File: src/sv/nwa_pkg.sv
package nwa_pkg;

	localparam int STATE_W = 6;
	localparam int SYMBOL_W = 8;
	localparam int SLOT_W = 8;
	localparam int TC_W = 9;
	localparam int MASK_W = 64;
	localparam int CFG_W = 64;
	localparam int NUM_SYMBOLS = 1 << SYMBOL_W;

	localparam int DEF_NUM_STATES = 64;
	localparam int DEF_MAX_TRANSITIONS = 256;

	localparam int FIFO_DEPTH = 2;
	localparam int FIFO_PW = (FIFO_DEPTH > 1) ? $clog2(FIFO_DEPTH) : 1;
	localparam int FIFO_CW = $clog2(FIFO_DEPTH + 1);

	// input modes
	localparam logic [1:0] MODE_WRITE = 2'd0;
	localparam logic [1:0] MODE_ALPHA = 2'd1;
	localparam logic [1:0] MODE_SYMBOL = 2'd2;
	localparam logic [1:0] MODE_QUERY = 2'd3;

	// result causes
	localparam logic [1:0] CAUSE_ACCEPT = 2'd0;
	localparam logic [1:0] CAUSE_NOT_FINAL = 2'd1;
	localparam logic [1:0] CAUSE_EMPTY = 2'd2;
	localparam logic [1:0] CAUSE_FOREIGN = 2'd3;

	// configuration register indexes
	localparam logic [0:0] REG_FINAL_MASK = 1'd0;
	localparam logic [0:0] REG_TRANS_COUNT = 1'd1;

	typedef struct packed {
		logic [1:0]          mode;
		logic [SLOT_W-1:0]   slot;
		logic [STATE_W-1:0]  from_state;
		logic [STATE_W-1:0]  to_state;
		logic [SYMBOL_W-1:0] symbol;
		logic                last;
	} nwa_item_t;

	typedef struct packed {
		logic       accepted;
		logic [1:0] cause;
	} nwa_result_t;

	typedef enum logic [1:0] {
		OP_WRITE,
		OP_SYMBOL,
		OP_QUERY
	} nwa_kind_t;

	typedef struct packed {
		nwa_kind_t           kind;
		logic [SLOT_W-1:0]   slot;
		logic [STATE_W-1:0]  from_state;
		logic [STATE_W-1:0]  to_state;
		logic [SYMBOL_W-1:0] symbol;
		logic                last;
		logic                allowed;
	} nwa_op_t;

	typedef struct packed {
		logic [STATE_W-1:0]  src;
		logic [STATE_W-1:0]  dst;
		logic [SYMBOL_W-1:0] label;
	} nwa_edge_t;

	typedef struct packed {
		logic    valid;
		logic    full;
		nwa_op_t head;
	} nwa_queue_status_t;

	typedef enum logic [1:0] {
		ST_IDLE,
		ST_SCAN,
		ST_REPORT
	} nwa_state_t;

endpackage

File: src/sv/nwa_queue.sv
module nwa_queue (
	input  logic                      clk,
	input  logic                      arst_n,
	input  logic                      push,
	input  nwa_pkg::nwa_op_t          push_op,
	input  logic                      pop,
	output nwa_pkg::nwa_queue_status_t status
);
	import nwa_pkg::*;

	nwa_op_t              entry_q [FIFO_DEPTH];
	logic [FIFO_PW-1:0]   wr_ptr_q;
	logic [FIFO_PW-1:0]   rd_ptr_q;
	logic [FIFO_CW-1:0]   count_q;

	always_comb begin
		status.valid = (count_q != '0);
		status.full = (count_q == FIFO_CW'(FIFO_DEPTH));
		status.head = entry_q[rd_ptr_q];
	end

	always_ff @(posedge clk) begin
		if (push) begin
			entry_q[wr_ptr_q] <= push_op;
		end
	end

	always_ff @(posedge clk or negedge arst_n) begin
		if (!arst_n) begin
			wr_ptr_q <= '0;
			rd_ptr_q <= '0;
			count_q <= '0;
		end else begin
			if (push) begin
				wr_ptr_q <= (wr_ptr_q == FIFO_PW'(FIFO_DEPTH - 1)) ? '0 : wr_ptr_q + 1'b1;
			end
			if (pop) begin
				rd_ptr_q <= (rd_ptr_q == FIFO_PW'(FIFO_DEPTH - 1)) ? '0 : rd_ptr_q + 1'b1;
			end
			if (push && !pop) begin
				count_q <= count_q + 1'b1;
			end else if (pop && !push) begin
				count_q <= count_q - 1'b1;
			end
		end
	end

endmodule

File: config.mk
export PLATFORM = sky130hd
export DESIGN_NAME = nwa_queue
export DESIGN_NICKNAME = d
export VERILOG_FILES = /design/src/sv/nwa_pkg.sv /design/src/sv/nwa_queue.sv
export SDC_FILE = /design/constraint.sdc
export NUM_CORES = 1
export LEC_CHECK = 0
export BUFFER_PORTS_ARGS = -buffer_cell sky130_fd_sc_hd__buf_4
export CORE_UTILIZATION = 45
export CTS_CLUSTER_DIAMETER = 60
export DETAILED_ROUTE_END_ITERATION = 6
export PLACE_DENSITY = 0.7
export SETUP_SLACK_MARGIN = 0.5
export SYNTH_ARGS = -nofsm -noshare
export SYNTH_HDL_FRONTEND = slang
export SYNTH_SLANG_ARGS = --single-unit
File: constraint.sdc
create_clock -name clk -period 5.2 [get_ports clk]
set_input_delay 0.26 -clock clk [delete_from_list [all_inputs] [get_ports clk]]
set_output_delay 0.26 -clock clk [all_outputs]
set_load 0.01 [all_outputs]
# After elaboration in Yosys (flattened, before gate mapping)
# Memory sizes are Yosys's and may differ from the RTL's.
# Index checks and enable logic that the tools add are counted.
# word_totals
inputBits	36
mem_bits_rw	64
output_inout_bits	34
regBits	4
n_memories	1
# classes
addsub	4
muxes	6
eq_ne	1
n_reduce_logical	6
# mem_list
name	words	word_bits	rd	rd_clocked_by_memory_dff	wr	line_no	rtl
entry_q	2	32	1	0	1	nwa_queue.sv:11	nwa_op_t entry_q [FIFO_DEPTH];
# ops
cell	n
$mux W1	4
$mux W2	2
$reduce_bool A2 Y1	2
$add A1 B1 Y1 const B	2
$add A2 B1 Y2 const B	1
$eq A2 B2 Y1 const B	1
$logic_and A1 B1 Y1	2
$logic_not A1 Y1	2
$sub A2 B1 Y2 const B	1

# Depth between registers and ports, before layout
# Gate-level depths: netlist (run 1).
# depth
word_depth	4
depth_mapped	5
ltp_nobuf	5

# Least setup slack after synthesis (run 1)
# Ideal clock, no wire load.
# synth_path
path_kind	reg-to-reg
from	register wr_ptr_q
to	memory entry_q[0][0] (netlist bit), enable pin
required_time_ns	4.775
arrival_time_ns	1.842
slack_ns	2.933
setup_time_ns	0.425
stages_incl_launch_ff	2
n_path_buf	0
path_cell_list	dfrtp_1 -> nor2b_1
# synth_lines
element	line_no	rtl
start, declared	nwa_queue.sv:12	logic [FIFO_PW-1:0] wr_ptr_q;
start signal, assigned	nwa_queue.sv:35	wr_ptr_q <= (wr_ptr_q == FIFO_PW'(FIFO_DEPTH - 1)) ? '0 : wr_ptr_q + 1'b1;
end, declared	nwa_queue.sv:11	
# No word-level cell before the write port.

==> flow_summary.ini, run 1 <==
[outcome]
status = finished clean

[cts]
clk_path_buf_depth = 2
cts_setup_buffers = 0
cts_tree = built
cts_buffers = 9
path_clk_slew_ns = 0.07
h-tree-depth = 3
clkLatencyLatePin_ns = 0.33
root_buffer = clkbuf_8
cts.sinks = 68

[power]
power.total_mw = 1.80
p_leak_nw = 1.38
cellPowerDensity_nw_per_um2 = 529
peakVddDrop_mv = 0.369

[sta]
timing.slew.headroom = 0.311
finalCritPeriodShare = 0.425
setup_violations = 0
tns_ns = 0
skew_ns = 0.00533
final_max_slew_viol_count = 0
rsz0062_at_grt = false
tightest_slew_ns = 1.03
finalCriticalPeriod_ns = 2.21
max_freq_mhz = 452
finalHoldViolCount = 0

[route]
drc_errors = 0
vias = 1295
vias_per_cell = 4.78
wl_um = 4400
postRouteAntennaNets = 0
wl_per_cell_um = 16.2
firstDrtPassIters = 4
drt_iter0_drc = 52

[global_route]
grt_max_degree = 34
grt_pass1_wl_um = 6830
grt_overflow_total = 0
antenna_found_initial = 0
grt_pass1_vias = 1410
track_usage = 0.157

[worst_setup_path]
crit_path_max_fanout = 33
r2r_start = wr_ptr_q
worst_ep_arrival_time_ns = 1.95
critPathKind = flop to primary output
worstRegToRegCells = 2
r2r_end = entry_q[1][11]
endpoint_kind = primary output
required_ns = 4.94
startpoint_type = flop
regToRegSetupSlack_ns = 3.50

[synth]
yosysWarnings = 0
synth_top_area_cell = edfxtp_1
synth.ff_latch_count = 68
synthTopCellsByArea = edfxtp_1, mux2_4, dfrtp_1
synth_nets = 153
syn_area_per_cell_um2 = 22.9
synth_top_area_share = 0.725
syn_area_um2 = 2650
synth_cells = 116
yosysSeqAreaShare = 0.763
yosysUniqueCellTypes = 14

[hold_path]
hold_depth = 1
hold_path_class = input pin to flop
hold_start = push_op[2]
holdPathEnd = entry_q[1][2]

[finish]
num_antenna_cells = 0
drive_gt1_frac = 0.588
final_nets = 231
area_growth_pct = 28.3
final_area_um2 = 3400

[floorplanning]
dieArea_um2 = 6200
rows = 27
start_util = 0.473
core_um2 = 5610
die_x_um = 78.8
fp.dieH_um = 78.8
io-pin-count = 70

[placed_design]
io_buffer_count = 69
place_area_um2 = 3200
place_congestion = 0.655

[job]
cap_violations = 0
==> power by group <==
| part | total (mW) | internal (mW) | leakage, nW | switching (mW) |
|---|---|---|---|---|
| registers | 0.836 | 0.730 | 0.646 | 0.106 |
| logic | 0.550 | 0.348 | 0.641 | 0.202 |
| clock network | 0.413 | 0.233 | 0.0951 | 0.180 |
==> logic make-up (layout without fill, tap and decap cells) <==
| group | count (synthesis) | in the layout | share of synthesized area |
|---|---|---|---|
| buf+inv | 5 | 88 | 0.0283 |
| flops | 68 | 68 | 0.763 |
| xor+xnor | 5 | 5 | 0.0165 |
| fa+ha+maj | 1 | 1 | 0.00472 |
| simple gates | 5 | 5 | 0.0109 |
| mux | 32 | 32 | 0.177 |
==> per-layer routing <==
metal / track usage / vias to the layer above / part of all wire
li1: - / 600 / -
met1: 0.178 / 630 / 0.42
met2: 0.260 / 53 / 0.50
met3: 0.0471 / 12 / 0.060
met4: 0.100 / 0 / 0.020
met5: 0 / - / 0
==> cells in the final DEF, fill, tap and decap left out, types with 3 or more instances in the layout <==
cell and count:
clkbuf_8 10, dfrtp_1 3, buf_4 70, clkbuf_1 3, mux2_4 29, edfxtp_1 64, mux2_2 3, xor2_1 4
==> stage by stage <==
| stage | setup slack [ns] | hold slack [ns] | cells | utilization |
|---|---|---|---|---|
| 6_report | 2.99 | 0.106 | 271 | 0.607 |
| 5_1_grt | 2.90 | 0.0886 | 271 | 0.607 |
| 4_1_cts | 2.93 | 0.0891 | 271 | 0.607 |
| 3_5_place_dp | 3.31 | 0.0606 | 254 | 0.571 |
| 3_3_place_gp | 3.35 | 0.0557 | 254 | 0.571 |
| 2_1_floorplan | 2.93 | -0.0356 | 116 | - |
==> final cells by class <==
type | instances | area, µm²
Clock buffer | 13 | 149
Clock inverter | 3 | 38.8
Fill cell | 415 | 2210
Inverter | 1 | 3.75
Multi-Input combinational cell | 43 | 562
Sequential cell | 68 | 2020
Tap cell | 72 | 90.1
Timing Repair Buffer | 71 | 536
==> Yosys cell counts, drive strengths merged <==
library cell / number
mux2: 32
inv: 1
buf: 4
and2: 1
xor2: 4
nor2: 1
ha: 1
edfxtp: 64
or2: 1
nor2b: 2
dfrtp: 4
xnor2: 1
==> repair_timing <==
item,in CTS,in global routing
resized for setup,0,0
hold buffers,1,0
setup endpoints to repair,0,0
endpoints found under the hold margin,4,0
==> worst max-delay path, cell delays in order, from the launching register on <==
cell and delay (ns):
dfrtp_2 1.05, mux2_2 0.42, buf_4 0.14
==> worst max path at each step <==
stage                         from             to  slack [ns]  cells past startpoint
after global routing      rd_ptr_q     status[11]        2.90                      2
final                     rd_ptr_q     status[12]        2.99                      2
after global placement    rd_ptr_q     status[16]        3.35                      2
after floorplan           wr_ptr_q  entry_q[0][0]        2.93                      1
after detailed placement  rd_ptr_q     status[16]        3.31                      2
after CTS                 rd_ptr_q     status[16]        2.93                      2
==> state kept, by name, indices dropped and copies added, names as in the netlist <==
signal / flops
count_q: 2
wr_ptr_q: 1
entry_q: 64
rd_ptr_q: 1
(Power assumes the default switching activity.)
==> run 2: changes to the inputs <==
clock period = 2.27 ns   (was 5.2 ns; I/O delays follow)
==> run 2 against run 1 <==
Compared with the run above: sequential power up 110%; critical endpoint is now status[2]; die area unchanged; largest cell class unchanged; setup slack worse by 2.3 ns.
==> flow_summary.ini, run 2 (same netlist as run 1, synthesis figures left out) <==
[global_route]
antenna_found_initial = 0
grt_pass1_wl_um = 7370
grt_pass1_vias = 1523
track_usage = 0.166
grt_max_degree = 27
grt_overflow_total = 0

[worst_setup_path]
r2r_start = wr_ptr_q
critPathKind = flop to primary output
slowest_delay_ns = 0.49
worst_ep_arrival_time_ns = 1.49
r2r_end = entry_q[1][7]
endpoint_kind = primary output
required_ns = 2.16
crit_top_cell = buf_4
startpoint_type = flop
worstPathCellList = buf_4 > mux2_4 > buf_4
crit_path_max_fanout = 10
slowest_stage = dfrtp_4
regToRegSetupSlack_ns = 0.92
cp-startpoint = rd_ptr_q
worstRegToRegCells = 2
cp_num_buf_inv = 2
cpLargestDelayFamily = flip-flops
cp.depth = 3

[cts]
cts_tree = built
cts.sinks = 68
root_buffer = clkbuf_8
clkLatencyLatePin_ns = 0.33
path_clk_slew_ns = 0.07
clk_path_buf_depth = 2
cts_buffers = 9
h-tree-depth = 3

[finish]
largest_reg_flops = 64
final_area_um2 = 3820
final_nets = 269
final_cells = 309
final_common_cell = buf_4
num_antenna_cells = 0
layout_common_cells = buf_4, edfxtp_1, dlygate4sd3_1, mux2_4, clkbuf_8
seq_area_um2 = 2030
nFillCells = 407
reg_top3 = entry_q x64, count_q x2
area_growth_pct = 44.0
drive_gt1_frac = 0.515
fin_util = 0.681
regMostFlops = entry_q
multiInputGateArea_um2 = 562

[sta]
finalCriticalPeriod_ns = 1.60
max_freq_mhz = 624
setup_violations = 0
holdWs_ns = 0.129
finalCritPeriodShare = 0.706
setup_slack_ns = 0.666
final_max_slew_viol_count = 0
tns_ns = 0
tightest_slew_ns = 0.361
finalHoldViolCount = 0
rsz0062_at_grt = false
skew_ns = 0.00268
timing.slew.headroom = 0.759

[outcome]
status = finished clean

[route]
wl_um = 4640
vias_per_cell = 4.64
drc_errors = 0
postRouteAntennaNets = 0
vias = 1433
firstDrtPassIters = 6
wl_per_cell_um = 15.0
drt_iter0_drc = 41

[power]
peakVddDrop_mv = 0.609
power.total_mw = 4.32
cellPowerDensity_nw_per_um2 = 1130
p_leak_nw = 1.56

[floorplanning]
rows = 27
fp.dieH_um = 78.8
io-pin-count = 70
dieArea_um2 = 6200
die_x_um = 78.8
core_um2 = 5610
start_util = 0.473

[placed_design]
place_area_um2 = 3250
place_congestion = 0.679
dp_cells = 257
dp.final_hpwl_um = 3050
io_buffer_count = 69
pre_cts_ws_ns = 0.803

[job]
cap_violations = 0

[hold_path]
hold_path_class = input pin to asynchronous set/reset pin
==> run 2: cell count changes in the layout (fill, tap and decap cells not counted), moves of 2 or more <==
cell           delta
clkinv_1          +2
buf_12            +2
clkbuf_1          -3
buf_4             +2
dlygate4sd3_1    +34
==> run 2: power breakdown <==
| group | total, mW | internal, mW | switching (mW) |
|---|---|---|---|
| sequential | 1.77 | 1.68 | 0.0960 |
| clock | 1.01 | 0.603 | 0.411 |
| combinational | 1.53 | 0.887 | 0.641 |
==> run 2: final cells by class <==
| type | count | area share |
|---|---|---|
| Clock buffer | 9 | 0.0324 |
| Clock inverter | 7 | 0.0213 |
| Inverter | 1 | 0.000983 |
| Multi-Input combinational cell | 43 | 0.147 |
| Sequential cell | 68 | 0.531 |
| Tap cell | 72 | 0.0236 |
| Timing Repair Buffer | 109 | 0.244 |
==> run 2: timing repair <==
action	CTS	global route
endpoints found under the hold margin	70	0
resized for setup	1	0
buffers inserted	1	0
hold buffers	35	0
setup endpoints to repair	23	0
==> run 2: worst register-to-register path, delay by kind of cell, from the launching register on <==
| family | cells | cell delay [ns] |
|---|---|---|
| buffers and inverters | 1 | 0.24 |
| AND/OR/NAND/NOR | 1 | 0.38 |
| flip-flops | 1 | 0.43 |
==> run 2: how the worst max path moves through the flow <==
stage,to,slack (ns)
floorplan,entry_q[0][0],0.61
global placement,status[12],0.83
detailed placement,status[11],0.80
CTS,status[2],0.65
global route,status[11],0.62
finish,status[2],0.67
==> run 2: routing by layer <==
metal,up-vias,share of wire,GRT usage,wire length (µm)
li1,676,-,-,-
met1,692,0.41,0.194,1910
met2,53,0.52,0.286,2430
met3,12,0.044,0.0333,204
met4,0,0.020,0.0944,95
met5,-,0,0,0
==> run 3: changes to the inputs <==
ABC_AREA = 1   (was unset)
clock period = 1.5 ns   (was 2.27 ns; I/O delays follow)
==> run 3 against run 2 <==
Compared with the run above: the flow now finishes with violations (negative setup slack); highest routed layer unchanged; synthesized cell count is 7.8% higher; combinational power grew 130%; largest power group is now combinational logic; clock power increased by 43%; setup slack got worse by 0.71 ns.
==> flow_summary.ini, run 3 <==
[placed_design]
place_area_um2 = 3290
place_congestion = 0.666
io_buffer_count = 69
dp_cells = 268
dp.final_hpwl_um = 2990

[worst_setup_path]
cp-startpoint = rd_ptr_q
crit_path_max_fanout = 6
crit_top_cell = buf_6
startpoint_type = flop
cp_num_buf_inv = 3
cp.depth = 4
cp-endpoint = status[30]
r2r_start = wr_ptr_q
critPathKind = flop to primary output
worstPathCellList = buf_12 > buf_6 > mux2_4 > buf_6
worst_ep_arrival_time_ns = 1.47
worstRegToRegCells = 4
regToRegSetupSlack_ns = 0.27
endpoint_kind = primary output
cpLargestDelayFamily = flip-flops
required_ns = 1.42
slowest_delay_ns = 0.45
slowest_stage = dfrtp_2
r2r_end = entry_q[0][19]

[hold_path]
hold_path_class = input pin to asynchronous set/reset pin

[sta]
finalCritPeriodShare = 1.03
final_max_slew_viol_count = 0
finalHoldViolCount = 0
max_freq_mhz = 646
setup_slack_ns = -0.0470
finalCriticalPeriod_ns = 1.55
timing.slew.headroom = 0.883
tns_ns = -0.461
setup_violations = 14
skew_ns = 0.00984
rsz0062_at_grt = true
tightest_slew_ns = 0.175

[finish]
final_area_um2 = 4340
reg_top3 = entry_q x64, count_q x2
area_growth_pct = 62.6
layout_common_cells = edfxtp_1, buf_4, buf_6, dlygate4sd3_1, mux2_4
drive_gt1_frac = 0.579
num_antenna_cells = 0
largest_reg_flops = 64
fin_util = 0.774
nFillCells = 342
final_common_cell = edfxtp_1
final_nets = 303
final_cells = 343
regMostFlops = entry_q

[cts]
h-tree-depth = 3
clkLatencyLatePin_ns = 0.34
cts.sinks = 68
path_clk_slew_ns = 0.07
clk_path_buf_depth = 2
root_buffer = clkbuf_8
cts_tree = built
cts_buffers = 9

[synth]
synth_common_cells = edfxtp_1, mux2_4, inv_1, nand2_1, dfrtp_1
synth_top_area_cell = edfxtp_1
synth-simple-area-share = 0.0155
synth-compound-area-share = 0
synthAdderAreaFrac = 0.00469
synth_nets = 162
synth_xor_area_frac = 0.00985
synth_top_area_share = 0.720
synth_edf_count = 64
yosysWarnings = 0
syn_area_um2 = 2670
ys.flop_type = edfxtp_1
yosysUniqueCellTypes = 14
synth.most_common_cell = edfxtp_1
syn_area_per_cell_um2 = 21.4
synth_cells = 125
async_reset_ff_frac = 0.0588
yosysSeqAreaShare = 0.758
muxShareOfSynthArea = 0.176
synth_top_family_by_area = multiplexers
synth.ff_latch_count = 68
synthTopCellsByArea = edfxtp_1, mux2_4, dfrtp_1

[floorplanning]
core_um2 = 5610
start_util = 0.476
dieArea_um2 = 6240
rows = 27
fp.dieH_um = 79.0
die_x_um = 79.0
io-pin-count = 70

[global_route]
use_met1 = 0.197
antenna_found_initial = 0
grt_overflow_total = 0
grt_pass1_wl_um = 8450
met2_usage = 0.365
gr-usage-met3 = 0.0437
track_usage = 0.193
grt_max_degree = 21
grt_pass1_vias = 1760
top_usage_layer = met2

[route]
drt_iter0_drc = 83
drc_errors = 0
firstDrtPassIters = 4
wl_per_cell_um = 16.4
postRouteAntennaNets = 0
vias = 1612
wl_um = 5620
vias_per_cell = 4.70

[outcome]
violations = negative setup slack
status = finished, violations left

[power]
cellPowerDensity_nw_per_um2 = 1760
power.total_mw = 7.64
p_leak_nw = 1.81
peakVddDrop_mv = 1.17

[job]
cap_violations = 0
[run 3: cell count changes after synthesis, moves of 2 or more]
cell,change
inv_1,+6
nand2_1,+6
nor2b_1,-2
xor2_1,-2
[run 3: worst register-to-register path, delay by kind of cell (launching register included)]
kind                   cells  cell delay [ns]
and+or+nand+nor            1             0.15
DFF                        1             0.41
buffers and inverters      3             0.39
[run 3: worst min path at each step]
stage                      start         end  slack, ns  depth (start not counted)
after global routing      arst_n  count_q[0]       0.08                          2
after floorplan           arst_n  count_q[0]      -0.22                          0
after detailed placement  arst_n  count_q[0]      -0.12                          1
after global placement    arst_n  count_q[1]      -0.13                          1
final                     arst_n  count_q[1]       0.08                          2
after CTS                 arst_n  count_q[0]       0.05                          2
[run 3: metal layers]
| metal | wire length [µm] | up-vias |
|---|---|---|
| li1 | - | 755 |
| met1 | 2170 | 798 |
| met4 | 100 | 0 |
| met2 | 3140 | 50 |
| met5 | 0 | - |
| met3 | 208 | 9 |
[run 3: power breakdown]
part | switching, mW | leakage (nW) | total, mW | internal [mW]
clock network | 0.679 | 0.103 | 1.44 | 0.760
logic | 1.32 | 1.07 | 3.52 | 2.21
registers | 0.147 | 0.647 | 2.68 | 2.53
[run 3: final cells by class]
class | count | area (µm²) | area share
Clock buffer | 9 | 124 | 0.0285
Clock inverter | 7 | 67.6 | 0.0156
Inverter | 7 | 30.0 | 0.00692
Multi-Input combinational cell | 46 | 577 | 0.133
Sequential cell | 68 | 2020 | 0.466
Tap cell | 72 | 90.1 | 0.0208
Timing Repair Buffer | 134 | 1430 | 0.329
[run 3: stage by stage]
stage / hold slack (ns) / worst slack [ns]
floorplan: -0.221 / 0.182
global placement: -0.125 / 0.216
detailed placement: -0.122 / 0.194
CTS: 0.0545 / -0.0521
global route: 0.0778 / -0.0802
finish: 0.0847 / -0.0470
[run 3: kinds of logic after synthesis]
kind of cell               Yosys count
DFF                                 68
muxes                               32
buffers and inverters               11
and+or+nand+nor                     10
xor gates and xnor gates             3
adders and majority gates            1
[run 3: repair_timing]
action | 4_1_cts | 5_1_grt
endpoints found under the hold margin | 70 | 0
setup buffers | 16 | 3
pin swaps | 2 | 1
cloned | 4 | 1
gates resized for setup | 58 | 2
hold buffers | 35 | 0
endpoints found under the setup margin | 99 | 99
