**src/sv/nwa_pkg.sv**
```systemverilog
package nwa_pkg;

	localparam int STATE_W = 6;
	localparam int SYMBOL_W = 8;
	localparam int SLOT_W = 8;
	localparam int TC_W = 9;
	localparam int MASK_W = 64;
	localparam int CFG_W = 64;
	localparam int NUM_SYMBOLS = 1 << SYMBOL_W;

	localparam int DEF_NUM_STATES = 64;
	localparam int DEF_MAX_TRANSITIONS = 256;

	localparam int FIFO_DEPTH = 2;
	localparam int FIFO_PW = (FIFO_DEPTH > 1) ? $clog2(FIFO_DEPTH) : 1;
	localparam int FIFO_CW = $clog2(FIFO_DEPTH + 1);

	// input modes
	localparam logic [1:0] MODE_WRITE = 2'd0;
	localparam logic [1:0] MODE_ALPHA = 2'd1;
	localparam logic [1:0] MODE_SYMBOL = 2'd2;
	localparam logic [1:0] MODE_QUERY = 2'd3;

	// result causes
	localparam logic [1:0] CAUSE_ACCEPT = 2'd0;
	localparam logic [1:0] CAUSE_NOT_FINAL = 2'd1;
	localparam logic [1:0] CAUSE_EMPTY = 2'd2;
	localparam logic [1:0] CAUSE_FOREIGN = 2'd3;

	// configuration register indexes
	localparam logic [0:0] REG_FINAL_MASK = 1'd0;
	localparam logic [0:0] REG_TRANS_COUNT = 1'd1;

	typedef struct packed {
		logic [1:0]          mode;
		logic [SLOT_W-1:0]   slot;
		logic [STATE_W-1:0]  from_state;
		logic [STATE_W-1:0]  to_state;
		logic [SYMBOL_W-1:0] symbol;
		logic                last;
	} nwa_item_t;

	typedef struct packed {
		logic       accepted;
		logic [1:0] cause;
	} nwa_result_t;

	typedef enum logic [1:0] {
		OP_WRITE,
		OP_SYMBOL,
		OP_QUERY
	} nwa_kind_t;

	typedef struct packed {
		nwa_kind_t           kind;
		logic [SLOT_W-1:0]   slot;
		logic [STATE_W-1:0]  from_state;
		logic [STATE_W-1:0]  to_state;
		logic [SYMBOL_W-1:0] symbol;
		logic                last;
		logic                allowed;
	} nwa_op_t;

	typedef struct packed {
		logic [STATE_W-1:0]  src;
		logic [STATE_W-1:0]  dst;
		logic [SYMBOL_W-1:0] label;
	} nwa_edge_t;

	typedef struct packed {
		logic    valid;
		logic    full;
		nwa_op_t head;
	} nwa_queue_status_t;

	typedef enum logic [1:0] {
		ST_IDLE,
		ST_SCAN,
		ST_REPORT
	} nwa_state_t;

endpackage

```
**src/sv/nwa_front.sv**
```systemverilog
module nwa_front (
	input  logic              clk,
	input  logic              arst_n,
	input  logic              item_valid,
	input  nwa_pkg::nwa_item_t item,
	output logic              item_stall,
	input  logic              queue_full,
	output logic              push,
	output nwa_pkg::nwa_op_t  push_op
);
	import nwa_pkg::*;

	// alphabet bitmap, cleared at reset
	logic [NUM_SYMBOLS-1:0] allowed_q;
	logic                   accept;

	always_comb begin
		item_stall = queue_full;
		accept = item_valid && !queue_full;
		push_op.slot = item.slot;
		push_op.from_state = item.from_state;
		push_op.to_state = item.to_state;
		push_op.symbol = item.symbol;
		push_op.last = item.last;
		push_op.allowed = allowed_q[item.symbol];
		push_op.kind = OP_WRITE;
		push = 1'b0;
		unique case (item.mode)
			MODE_WRITE: begin
				push_op.kind = OP_WRITE;
				push = accept;
			end
			MODE_SYMBOL: begin
				push_op.kind = OP_SYMBOL;
				push = accept;
			end
			MODE_QUERY: begin
				push_op.kind = OP_QUERY;
				push = accept;
			end
			MODE_ALPHA: begin
				push = 1'b0;
			end
			default: begin
				push = 1'b0;
			end
		endcase
	end

	always_ff @(posedge clk or negedge arst_n) begin
		if (!arst_n) begin
			allowed_q <= '0;
		end else if (accept && item.mode == MODE_ALPHA) begin
			allowed_q[item.symbol] <= 1'b1;
		end
	end

endmodule

```
**config.mk**
```make
export PLATFORM = sky130hd
export DESIGN_NAME = nwa_front
export DESIGN_NICKNAME = d
export VERILOG_FILES = /design/src/sv/nwa_pkg.sv /design/src/sv/nwa_front.sv
export SDC_FILE = /design/constraint.sdc
export NUM_CORES = 1
export LEC_CHECK = 0
export ABC_AREA = 1
export BUFFER_PORTS_ARGS = -buffer_cell sky130_fd_sc_hd__buf_4
export CORE_ASPECT_RATIO = 0.75
export CORE_UTILIZATION = 50
export DETAILED_ROUTE_END_ITERATION = 7
export GPL_TIMING_DRIVEN = 0
export HOLD_SLACK_MARGIN = 0.02
export PLACE_DENSITY = 0.73
export SLEW_MARGIN = 20
export SYNTH_ARGS = -nofsm -noshare
export SYNTH_HDL_FRONTEND = slang
export SYNTH_SLANG_ARGS = --single-unit
export TNS_END_PERCENT = 1
```
**constraint.sdc**
```tcl
create_clock -name clk -period 2.2 [get_ports clk]
set_input_delay 0.55 -clock clk [delete_from_list [all_inputs] [get_ports clk]]
set_output_delay 0.55 -clock clk [all_outputs]
set_load 0.05 [all_outputs]
```
---- Yosys cells after proc, flatten, opt, wreduce, memory -nomap -nowiden ----
Index checks and enable logic that the tools add are counted.
Widths: inputs -> output; s select.
word-level totals
  input bits .............................. 35
  flip-flop bits (word level) ............. 256
cells by class
  bitwise gates (word level) .............. 1
  reductions and logical operators ........ 6
  muxes and demuxes ....................... 6
  magnitude comparators ................... 2
  equality and inequality tests ........... 3
operator list
  kind                number
  $or 256x256->256    1
  $lt 8x9->1 const B  1
  $bmux 1 s8          1
  $demux 1 s8         1
  $ge 8x1->1 const B  1
  $eq 2x2->1 const B  2
  $pmux 2 s2          1
  $logic_and 1x1->1   3
  $reduce_or 3->1     1
  $eq 2x1->1 const B  1
  $logic_not 2->1     1
  $mux 1              2
  $pmux 1 s2          1
  $logic_not 1->1     1

---- Longest topological paths before layout ----
Gate-level depths: netlist (run 1).
  depth in word-level cells ............... 5
  depth in mapped cells ................... 16
  depth with buffers taken out ............ 13

---- Least setup slack after synthesis (run 1) ----
No wires, ideal clock.
  kind .................................... input to output
  start point ............................. in item[1] (netlist bit)
  end point ............................... out push_op[0] (netlist bit)
  setup slack ............................. -290 ps
  data required time ...................... 1,650 ps
  stages .................................. 13
  arrival time ............................ 1,940 ps
  path through ............................ buf_6 > buf_6 > nor2_1 > a21oi_1 > nand2_1 > nand2_1 > nand2_1 > o21ai_1 > nand2_1 > nor2_1 > nor2_1 > nor2_1 > nand2_1
RTL lines
  element      line            text
  from (decl)  nwa_front.sv:5  input nwa_pkg::nwa_item_t item,
  to (decl)    nwa_front.sv:9  output nwa_pkg::nwa_op_t push_op

==> results of run 1 <==
[placed cells by master, fill, tap and decap left out]
master	count
nand2_1	493
dfrtp_1	256
o21ai_0	182
o21bai_1	155
inv_1	117
buf_4	76
clkbuf_16	27
o21ai_1	26
clkbuf_1	26
nor2_1	24
buf_2	15
buf_6	13
nand2_2	13
buf_8	10
buf_16	7
clkbuf_2	7
buf_12	6
clkbuf_8	6
a21oi_1	6
clkinv_2	6
o21ai_2	4
nor2_4	3
clkbuf_4	3
nor3_2	3
inv_2	2
nor2_2	2
nand3_1	2
clkinvlp_4	2
inv_6	1
inv_4	1
clkinv_4	1
nand2_4	1
nor3b_2	1
nor3_4	1
nand3_2	1
clkinv_8	1
bufbuf_16	1
dlygate4sd3_1	1
[final cells by class]
type | count | area share (%)
timing repair buffer | 53 | 4.02
clock inverter | 9 | 0.439
tap | 300 | 2.69
sequential | 256 | 45.9
buffer | 108 | 6.36
multi-input combinational | 917 | 31.7
clock buffer | 37 | 5.47
inverter | 122 | 3.37
[cell families (layout without fill, tap and decap cells)]
kind of cell	count (synthesis)	after routing	synth area share [%]
AO/OA/AOI/OAI	373	373	18.9
buffers and inverters	230	329	9.74
AND/OR/NAND/NOR	544	544	17.6
flip-flops	256	256	53.8
[per-stage QoR]
step | setup TNS [ns] | utilization (%) | std cells
after floorplan | -0.202 | - | 1403
after global placement | -408.30 | 54.5 | 1748
after detailed placement | -36.79 | 54.9 | 1751
after CTS | -0.496 | 60.2 | 1802
after global routing | -0.656 | 60.2 | 1802
final | -0.525 | 60.2 | 1802
[worst min-delay path by stage]
stage | startpoint | to | slack (ns) | depth (start not counted)
after floorplan | arst_n | allowed_q[0]$_DFFE_PN0P_ | 0.25 | 0
after global placement | allowed_q[200]$_DFFE_PN0P_ | allowed_q[200]$_DFFE_PN0P_ | 0.43 | 2
after detailed placement | allowed_q[28]$_DFFE_PN0P_ | allowed_q[28]$_DFFE_PN0P_ | 0.44 | 2
after CTS | allowed_q[120]$_DFFE_PN0P_ | allowed_q[120]$_DFFE_PN0P_ | 0.45 | 2
after global routing | allowed_q[88]$_DFFE_PN0P_ | allowed_q[88]$_DFFE_PN0P_ | 0.47 | 2
final | allowed_q[60]$_DFFE_PN0P_ | allowed_q[60]$_DFFE_PN0P_ | 0.45 | 2
[power breakdown]
part,leakage (uW),internal [uW],switching (uW)
sequential,0.00304,4750,21.9
combinational,0.00368,356,729
clock,0.000405,2420,1930
total,0.00713,7520,2680
[critical path: cells and delay by family]
kind	cells	cell delay (ns)
compound gates	1	0.13
simple gates	8	0.82
buf+inv	4	0.68
[repair_timing]
item                                    in CTS  in global routing
endpoints found under the hold margin       59                  0
cloned                                       4                  0
gates resized for setup                     99                  3
endpoints found under the setup margin       1                  1
hold buffers                                 1                  0
pin swaps                                   25                  2
[per-layer routing]
metal | vias up | global-route usage, % | wire length (microns)
met5 | - | 0 | 0
met4 | 0 | 8.83 | 1070
met3 | 69 | 8.36 | 4010
met2 | 503 | 45.7 | 15600
met1 | 4969 | 46.0 | 16600
li1 | 4598 | - | -
==> summary.md, run 1 <==
| Metric | Value |
|---|---|
| IO Count | 69 |
| Area taken by multi-input logic gates | 0.00443 sq mm |
| Antenna Nets Post-Route | 0 |
| Area Overhead vs Synth | 17.1% |
| Max Transition Viols Final | 0 |
| Row count | 48 |
| Period utilization | 124% |
| Worst-path clk slew | 0.06 ns |
| Maxcap violations | 0 |
| Post-synth top area share | 53.8% |
| Reg area | 0.00641 sq mm |
| Die Height | 136 microns |
| Synth Flop Type | dfrtp_1 |
| Crit-path cells | buf_4, nand2_1, clkinv_4, buf_4, nand2_1, nand2_1, o21ai_1, nand2_1, nor2_2, nor2_1, nor2_1, nand2_2, buf_8 |
| Setup crit start kind | input port |
| H-tree depth | 1 |
| Hold Crit Class | reg -> reg |
| Mapped cell area | 0.0119 sq mm |
| Reg2reg start | allowed_q[93]$_DFFE_PN0P_ |
| Worst r2r dst | allowed_q[93]$_DFFE_PN0P_ |
| Vias | 10,139 |
| CTS Buffer Depth | 3 |
| Drt via density | 5.63 |
| Synth cell types | 24 |
| RSZ-0062 raised after global routing | yes |
| IO Port Bufs | 45 |
| Largest net degree at the start of global routing | 83 |
| Cell Area, Placed | 0.0127 sq mm |
| Synth top area cells | dfrtp_1, nand2_1, o21bai_1, o21ai_0, inv_1 |
| Worst setup path endpoint | push_op[0] |
| Final hold vios | 0 |
| Total congestion overflow | 0 |
| Setup crit start | item[3] |
| Cells after Synth | 1,403 |
| Gr usage total | 31.4% |
| Mean Syn Cell Area | 8.49 sq um |
| Peak VDD IR | 0.656 mV |
| Yosys warns | 0 |
| CTS sink cnt | 256 |
| Min cycle time layout | 2.72 ns |
| Postcts setup bufs | 0 |
| Crit end category | primary output |
| Die W | 180 microns |
| CP arrival | 2.17 ns |
| Worst-Skew Late Latency | 0.55 ns |
| Largest registers | allowed_q (256) |
| Number of fill cells | 2,032 |
| R2R depth | 1 |
| Pwr dens | 731 mW/mm^2 |
| R2r setup slk | 1.48 ns |
| Initial DRC count | 935 |
| Crit-path max cell delay | 0.22 ns |
| Final Skew | 0 ns |
| Outcome | finished with violations |
| Core Region | 0.0232 sq mm |
| Top-count cell post-synth | nand2_1 |
| Worst path required time | 1.65 ns |
| Layout cells sized above 1 | 14.2% |
| WHS | 0.453 ns |
| CTS root buf | clkbuf_16 |
| CTS buffer count | 26 |
| Cell taking the most area after synthesis | dfrtp_1 |
| Max reg flops | 256 |
| First-pass GRT wire length | 57,000 microns |
| CTS tree | built |
| Register area share after synthesis | 53.8% |
| Failing checks | setup timing |
| Fmax | 367 MHz |
| Gpl congestion | 0.956 |
| Vias in the first global route | 9,608 |
| #FFs+latches synth | 256 |
| Async S/R FF share, synth | 100% |
| Initial Util | 51.4% |
| Post-route DRC | 0 |
| Full die area | 0.0245 sq mm |
| Cell area after layout | 0.0140 sq mm |
| Synth top cells by count | nand2_1, dfrtp_1, o21ai_0, o21bai_1, inv_1 |
| Wirelength per Cell | 20.7 microns |
| CP Class | in -> out |
| Post-synth EDFFs | 0 |
| P_leak | 0.00713 uW |
| Synth Net Count | 1,438 |
| First-pass iteration count of the detailed router | 5 |
| Critical-path top delay cell | buf_4 |
| Total power | 10,200 uW |
| Final number of setup-violating endpoints | 1 |
| Final WL | 37,400 microns |
| Most numerous cell on the critical path | nand2_1 |
| # diodes | 0 |
| Worst slack, placed | -1.07 ns |
| Slew headroom | 48.7% |
| Nets | 1,519 |
| Hpwl dp | 25,400 microns |
| Setup slack after layout | -0.525 ns |
| Slew @ Worst Pin | 0.770 ns |
| Biggest register | allowed_q |
| Initial antenna violation count | 0 |
| Max FO, Critical Path | 10 |
(Power assumes the default switching activity.)
==> run 2, diff against run 1 <==
--- a/config.mk
+++ b/config.mk
@@ -13,6 +13,7 @@
 export GPL_TIMING_DRIVEN = 0
 export HOLD_SLACK_MARGIN = 0.02
 export PLACE_DENSITY = 0.73
+export RECOVER_POWER = 100
 export SLEW_MARGIN = 20
 export SYNTH_ARGS = -nofsm -noshare
 export SYNTH_HDL_FRONTEND = slang
==> summary.md, run 2 (synthesis gave the netlist of run 1 again) <==
| Metric | Value |
|---|---|
| Die Height | 136 microns |
| Worst r2r dst | allowed_q[93]$_DFFE_PN0P_ |
| Initial DRC count | 988 |
| Period utilization | 124% |
| Nets | 1,519 |
| Placed cells | 1,751 |
| Worst-path clk slew | 0.06 ns |
| Min cycle time layout | 2.72 ns |
| Fin cells | 1,802 |
| Switching portion of total power | 26.3% |
| Psw | 2670 uW |
| Full die area | 0.0245 sq mm |
| R2r setup slk | 1.49 ns |
| H-tree depth | 1 |
| Largest net degree at the start of global routing | 83 |
| Fmax | 368 MHz |
| Initial antenna violation count | 0 |
| Peak VDD IR | 0.662 mV |
| Worst slack, placed | -1.07 ns |
| First-pass iteration count of the detailed router | 5 |
| Slew headroom | 6.28% |
| Row count | 48 |
| Wirelength per Cell | 20.7 microns |
| Vias | 10,068 |
| Final hold vios | 0 |
| Pwr dens | 737 mW/mm^2 |
| Largest registers | allowed_q (256) |
| CP arrival | 2.17 ns |
| CTS tree | built |
| # diodes | 0 |
| Die W | 180 microns |
| Final number of setup-violating endpoints | 184 |
| Worst setup path endpoint | push_op[0] |
| Hold Crit Class | reg -> reg |
| Worst-Skew Late Latency | 0.55 ns |
| Maxcap violations | 0 |
| IO Count | 69 |
| Setup crit start | item[3] |
| Total congestion overflow | 0 |
| Antenna Nets Post-Route | 0 |
| Outcome | finished with violations |
| Most frequent cells in the layout | nand2_1, dfrtp_1, o21ai_0 |
| Crit end category | primary output |
| Setup slack after layout | -0.517 ns |
| Max FO, Critical Path | 10 |
| Hpwl dp | 25,400 microns |
| Biggest register | allowed_q |
| R2R depth | 1 |
| CTS buffer count | 26 |
| Slew @ Worst Pin | 1.41 ns |
| First-pass GRT wire length | 57,000 microns |
| Reg2reg start | allowed_q[93]$_DFFE_PN0P_ |
| Failing checks | setup timing |
| Area Overhead vs Synth | 15.7% |
| Layout cells sized above 1 | 11.7% |
| Gr usage total | 31.4% |
| RSZ-0062 raised after global routing | yes |
| Post-route DRC | 0 |
| Final Skew | 0 ns |
| CTS sink cnt | 256 |
| Most common cell after layout, fill and taps aside | nand2_1 |
| Worst path required time | 1.65 ns |
| Gpl congestion | 0.956 |
| Logic gate share of total power | 10.3% |
| Setup crit start kind | input port |
| Drt via density | 5.59 |
| Clock share of power | 42.7% |
| Max reg flops | 256 |
| CTS root buf | clkbuf_16 |
| Core Region | 0.0232 sq mm |
| Final WL | 37,300 microns |
| CP Class | in -> out |
| P_leak | 0.00699 uW |
| Vias in the first global route | 9,608 |
| WHS | 0.451 ns |
| IO Port Bufs | 45 |
| CTS Buffer Depth | 3 |
| Initial Util | 51.4% |
| Seq pwr share | 47.0% |
| Max Transition Viols Final | 0 |
| Int Pwr | 7490 uW |
[run 2: worst min path at each step]
stage	startpoint	end	slack (ns)	cells after the start
floorplan	arst_n	allowed_q[0]$_DFFE_PN0P_	0.25	0
global placement	allowed_q[200]$_DFFE_PN0P_	allowed_q[200]$_DFFE_PN0P_	0.43	2
detailed placement	allowed_q[28]$_DFFE_PN0P_	allowed_q[28]$_DFFE_PN0P_	0.44	2
CTS	allowed_q[120]$_DFFE_PN0P_	allowed_q[120]$_DFFE_PN0P_	0.45	2
global route	allowed_q[88]$_DFFE_PN0P_	allowed_q[88]$_DFFE_PN0P_	0.47	2
finish	allowed_q[60]$_DFFE_PN0P_	allowed_q[60]$_DFFE_PN0P_	0.45	2
[run 2: power by group through the flow]
stage | combinational [uW] | sequential (uW) | clock, uW
final | 1050 | 4770 | 4340
after global routing | 1120 | 4770 | 4510
after CTS | 1070 | 4770 | 4340
after detailed placement | 974 | 4860 | 0
after global placement | 945 | 4860 | 0
after floorplan | 570 | 4850 | 0
[run 2: area by class of cell]
class	count	area [sq um]
Clock buffer	37	763
Multi-Input combinational cell	917	4400
Fill cell	2085	9400
Sequential cell	256	6410
Timing Repair Buffer	53	415
Inverter	122	470
Clock inverter	9	61.3
Buffer	108	887
Tap cell	300	375
[run 2: worst max-delay path, cell delays in order]
cell and delay [ns]:
buf_4 0.14, nand2_1 0.14, clkinv_4 0.16, buf_4 0.21, nand2_1 0.07, nand2_1 0.09, o21ai_1 0.13, nand2_1 0.08
nor2_2 0.13, nor2_1 0.05, nor2_1 0.13, nand2_2 0.10, buf_8 0.16
[run 2: timing repair]
item,CTS,global route
cloned,4,0
endpoints found under the hold margin,59,0
setup buffers,0,0
resized for setup,99,3
pin swaps,25,2
hold buffers,1,0
setup endpoints to repair,1,1
[run 2: layer usage]
layer  GRT usage (%)  vias up  wire [microns]
met4            8.83        0             885
met5               0        -               0
met3            8.36       59            3780
li1                -     4600               -
met1            46.0     4965           16700
met2            45.7      444           15900
[run 2: per-stage QoR]
step                instance area, sq um  utilization (%)  setup TNS (ns)  total power, uW
global route                       13800             59.5          -95.33            10400
detailed placement                 12700             54.9          -36.79             5830
global placement                   12600             54.5         -408.30             5800
finish                             13800             59.5          -38.54            10200
CTS                                13900             60.2          -0.496            10200
floorplan                          11900                -          -0.202             5420
==> run 3, diff against run 2 <==
--- a/config.mk
+++ b/config.mk
@@ -8,11 +8,11 @@
 export ABC_AREA = 1
 export BUFFER_PORTS_ARGS = -buffer_cell sky130_fd_sc_hd__buf_4
 export CORE_ASPECT_RATIO = 0.75
-export CORE_UTILIZATION = 50
+export CORE_UTILIZATION = 55
 export DETAILED_ROUTE_END_ITERATION = 7
 export GPL_TIMING_DRIVEN = 0
 export HOLD_SLACK_MARGIN = 0.02
-export PLACE_DENSITY = 0.73
+export PLACE_DENSITY = 0.79
 export RECOVER_POWER = 100
 export SLEW_MARGIN = 20
 export SYNTH_ARGS = -nofsm -noshare
==> summary.md, run 3 (synthesis gave the netlist of run 1 again) <==
| Metric | Value |
|---|---|
| Final number of setup-violating endpoints | 163 |
| Crit-path cells | buf_4, inv_2, buf_8, buf_8, nand2_1, nand2_1, nand2_1, nand2_2, o21ai_2, nand2_1, nor2_2, nor2_1, nor2_1, nand2_2, buf_8 |
| IO Port Bufs | 45 |
| CP Class | in -> out |
| Max FO, Critical Path | 10 |
| Most frequent cells in the layout | nand2_1, dfrtp_1, o21ai_0 |
| Most common cell after layout, fill and taps aside | nand2_1 |
| IO Count | 69 |
| Logic gate share of total power | 10.1% |
| Cell Area, Placed | 0.0127 sq mm |
| Full die area | 0.0223 sq mm |
| Setup crit start kind | input port |
| Final WL | 36,200 microns |
| Reg area | 0.00641 sq mm |
| Max reg flops | 256 |
| Hold Crit Class | reg -> reg |
| Wirelength per Cell | 20.3 microns |
| Slew headroom | 32.8% |
| Most numerous cell on the critical path | nand2_1 |
| Total congestion overflow | 0 |
| Pwr dens | 732 mW/mm^2 |
| WP buf/inv | 5 |
| Crit end category | primary output |
| Delay-heaviest family, CP | simple AND/OR/NAND/NOR gates |
| Die W | 172 microns |
| Vias in the first global route | 9,517 |
| Core Region | 0.0212 sq mm |
| R2R depth | 1 |
| Hpwl dp | 24,500 microns |
| Largest registers | allowed_q (256) |
| H-tree depth | 1 |
| Period utilization | 127% |
| CTS buffer count | 25 |
| Initial DRC count | 1,113 |
| First-pass GRT wire length | 55,500 microns |
| Setup crit start | item[2] |
| Worst-Skew Late Latency | 0.53 ns |
| Grt met2 use | 48.0% |
| Reg2reg start | allowed_q[101]$_DFFE_PN0P_ |
| Clock share of power | 41.7% |
| Post-route DRC | 0 |
| Gr usage total | 33.7% |
| Peak VDD IR | 0.580 mV |
| Most Crowded Layer GR | met1 |
| Maxcap violations | 0 |
| Final hold vios | 0 |
| Met3 Use GR | 8.34% |
| Nets | 1,516 |
| R2r setup slk | 1.49 ns |
| Worst r2r dst | allowed_q[101]$_DFFE_PN0P_ |
| Largest net degree at the start of global routing | 102 |
| Seq pwr share | 48.2% |
| Min cycle time layout | 2.80 ns |
| Outcome | finished with violations |
| Antenna Nets Post-Route | 0 |
| Vias | 10,132 |
| Critical-path top delay cell | buf_8 |
| P_leak | 0.00689 uW |
| Hold Path Cell Cnt | 2 |
| Biggest register | allowed_q |
| Initial antenna violation count | 0 |
| Fmax | 357 MHz |
| Final Skew | 0 ns |
| Number of fill cells | 1,833 |
| Crit-path max cell delay | 0.19 ns |
| Setup slack after layout | -0.598 ns |
| Slew @ Worst Pin | 1.01 ns |
| Failing checks | setup timing |
| Psw | 2540 uW |
| CP arrival | 2.25 ns |
| Met1 global-route usage | 51.0% |
| Row count | 46 |
| Worst path required time | 1.65 ns |
| Drt via density | 5.68 |
| Max Transition Viols Final | 0 |
| Initial Util | 56.3% |
| Area Overhead vs Synth | 13.5% |
| Worst-path clk slew | 0.06 ns |
| Worst setup path endpoint | push_op[0] |
| First-pass iteration count of the detailed router | 6 |
| Layout cells sized above 1 | 10.9% |
| Die Height | 129 microns |
| Int Pwr | 7360 uW |
| Gpl congestion | 0.972 |
| CTS Buffer Depth | 3 |
| # diodes | 0 |
| Worst path depth | 15 |
| Cell area after layout | 0.0135 sq mm |
| Switching portion of total power | 25.7% |
| Area taken by multi-input logic gates | 0.00438 sq mm |
| CTS root buf | clkbuf_16 |
| CTS tree | built |
| WHS | 0.452 ns |
| RSZ-0062 raised after global routing | yes |
| CTS sink cnt | 256 |
-- run 3: cell types whose count changed in the layout (fill, tap and decap cells not counted), moves of 2 or more --
cell        previous run  this run
buf_8                  9         6
nand2_2               13         9
clkbuf_1              60        62
buf_6                 13        18
nand2_1              493       498
clkbuf_2               7         9
clkinv_2               6         3
buf_16                 6         0
clkinvlp_4             2         0
-- run 3: power groups by stage --
stage | sequential [uW] | clock [uW] | combinational, uW
2_1_floorplan | 4850 | 0 | 570
3_3_place_gp | 4860 | 0 | 936
3_5_place_dp | 4860 | 0 | 961
4_1_cts | 4770 | 4130 | 989
5_1_grt | 4770 | 4300 | 1080
6_report | 4770 | 4120 | 1000
-- run 3: worst min-delay path by stage --
stage | from | endpoint | slack (ns)
6_report | allowed_q[186]$_DFFE_PN0P_ | allowed_q[186]$_DFFE_PN0P_ | 0.45
5_1_grt | allowed_q[248]$_DFFE_PN0P_ | allowed_q[248]$_DFFE_PN0P_ | 0.47
4_1_cts | queue_full | allowed_q[236]$_DFFE_PN0P_ | 0.44
3_5_place_dp | allowed_q[240]$_DFFE_PN0P_ | allowed_q[240]$_DFFE_PN0P_ | 0.44
3_3_place_gp | allowed_q[186]$_DFFE_PN0P_ | allowed_q[186]$_DFFE_PN0P_ | 0.43
2_1_floorplan | arst_n | allowed_q[0]$_DFFE_PN0P_ | 0.25
-- run 3: layer usage --
layer,routed length (microns),vias to the layer above
li1,-,4572
met1,15800,4906
met2,15300,577
met3,4120,77
met4,869,0
met5,0,-
-- run 3: what timing repair did --
action | CTS | global route
gates cloned | 0 | 1
endpoints found under the setup margin | 8 | 1
hold buffers | 1 | 0
pin swaps | 2 | 14
hold endpoints to repair | 46 | 0
setup buffers | 0 | 2
gates resized for setup | 42 | 36
-- run 3: area by class of cell --
cell class	count	area share [%]
multi-input combinational	917	32.4
clock buffer	39	5.53
tap	288	2.66
timing repair buffer	51	2.24
clock inverter	4	0.176
inverter	122	3.48
buffer	108	6.13
sequential	256	47.4
-- run 3: per-stage QoR --
step	setup WS, ns	utilization (%)	instances	TNS (ns)	power (uW)
after floorplan	-0.202	-	1403	-0.202	5420
after global placement	-1.44	59.6	1736	-394.01	5790
after detailed placement	-1.06	59.9	1738	-36.64	5820
after CTS	-0.552	64.0	1782	-0.552	9890
after global routing	-0.678	63.9	1785	-69.82	10200
final	-0.598	63.9	1785	-36.61	9900
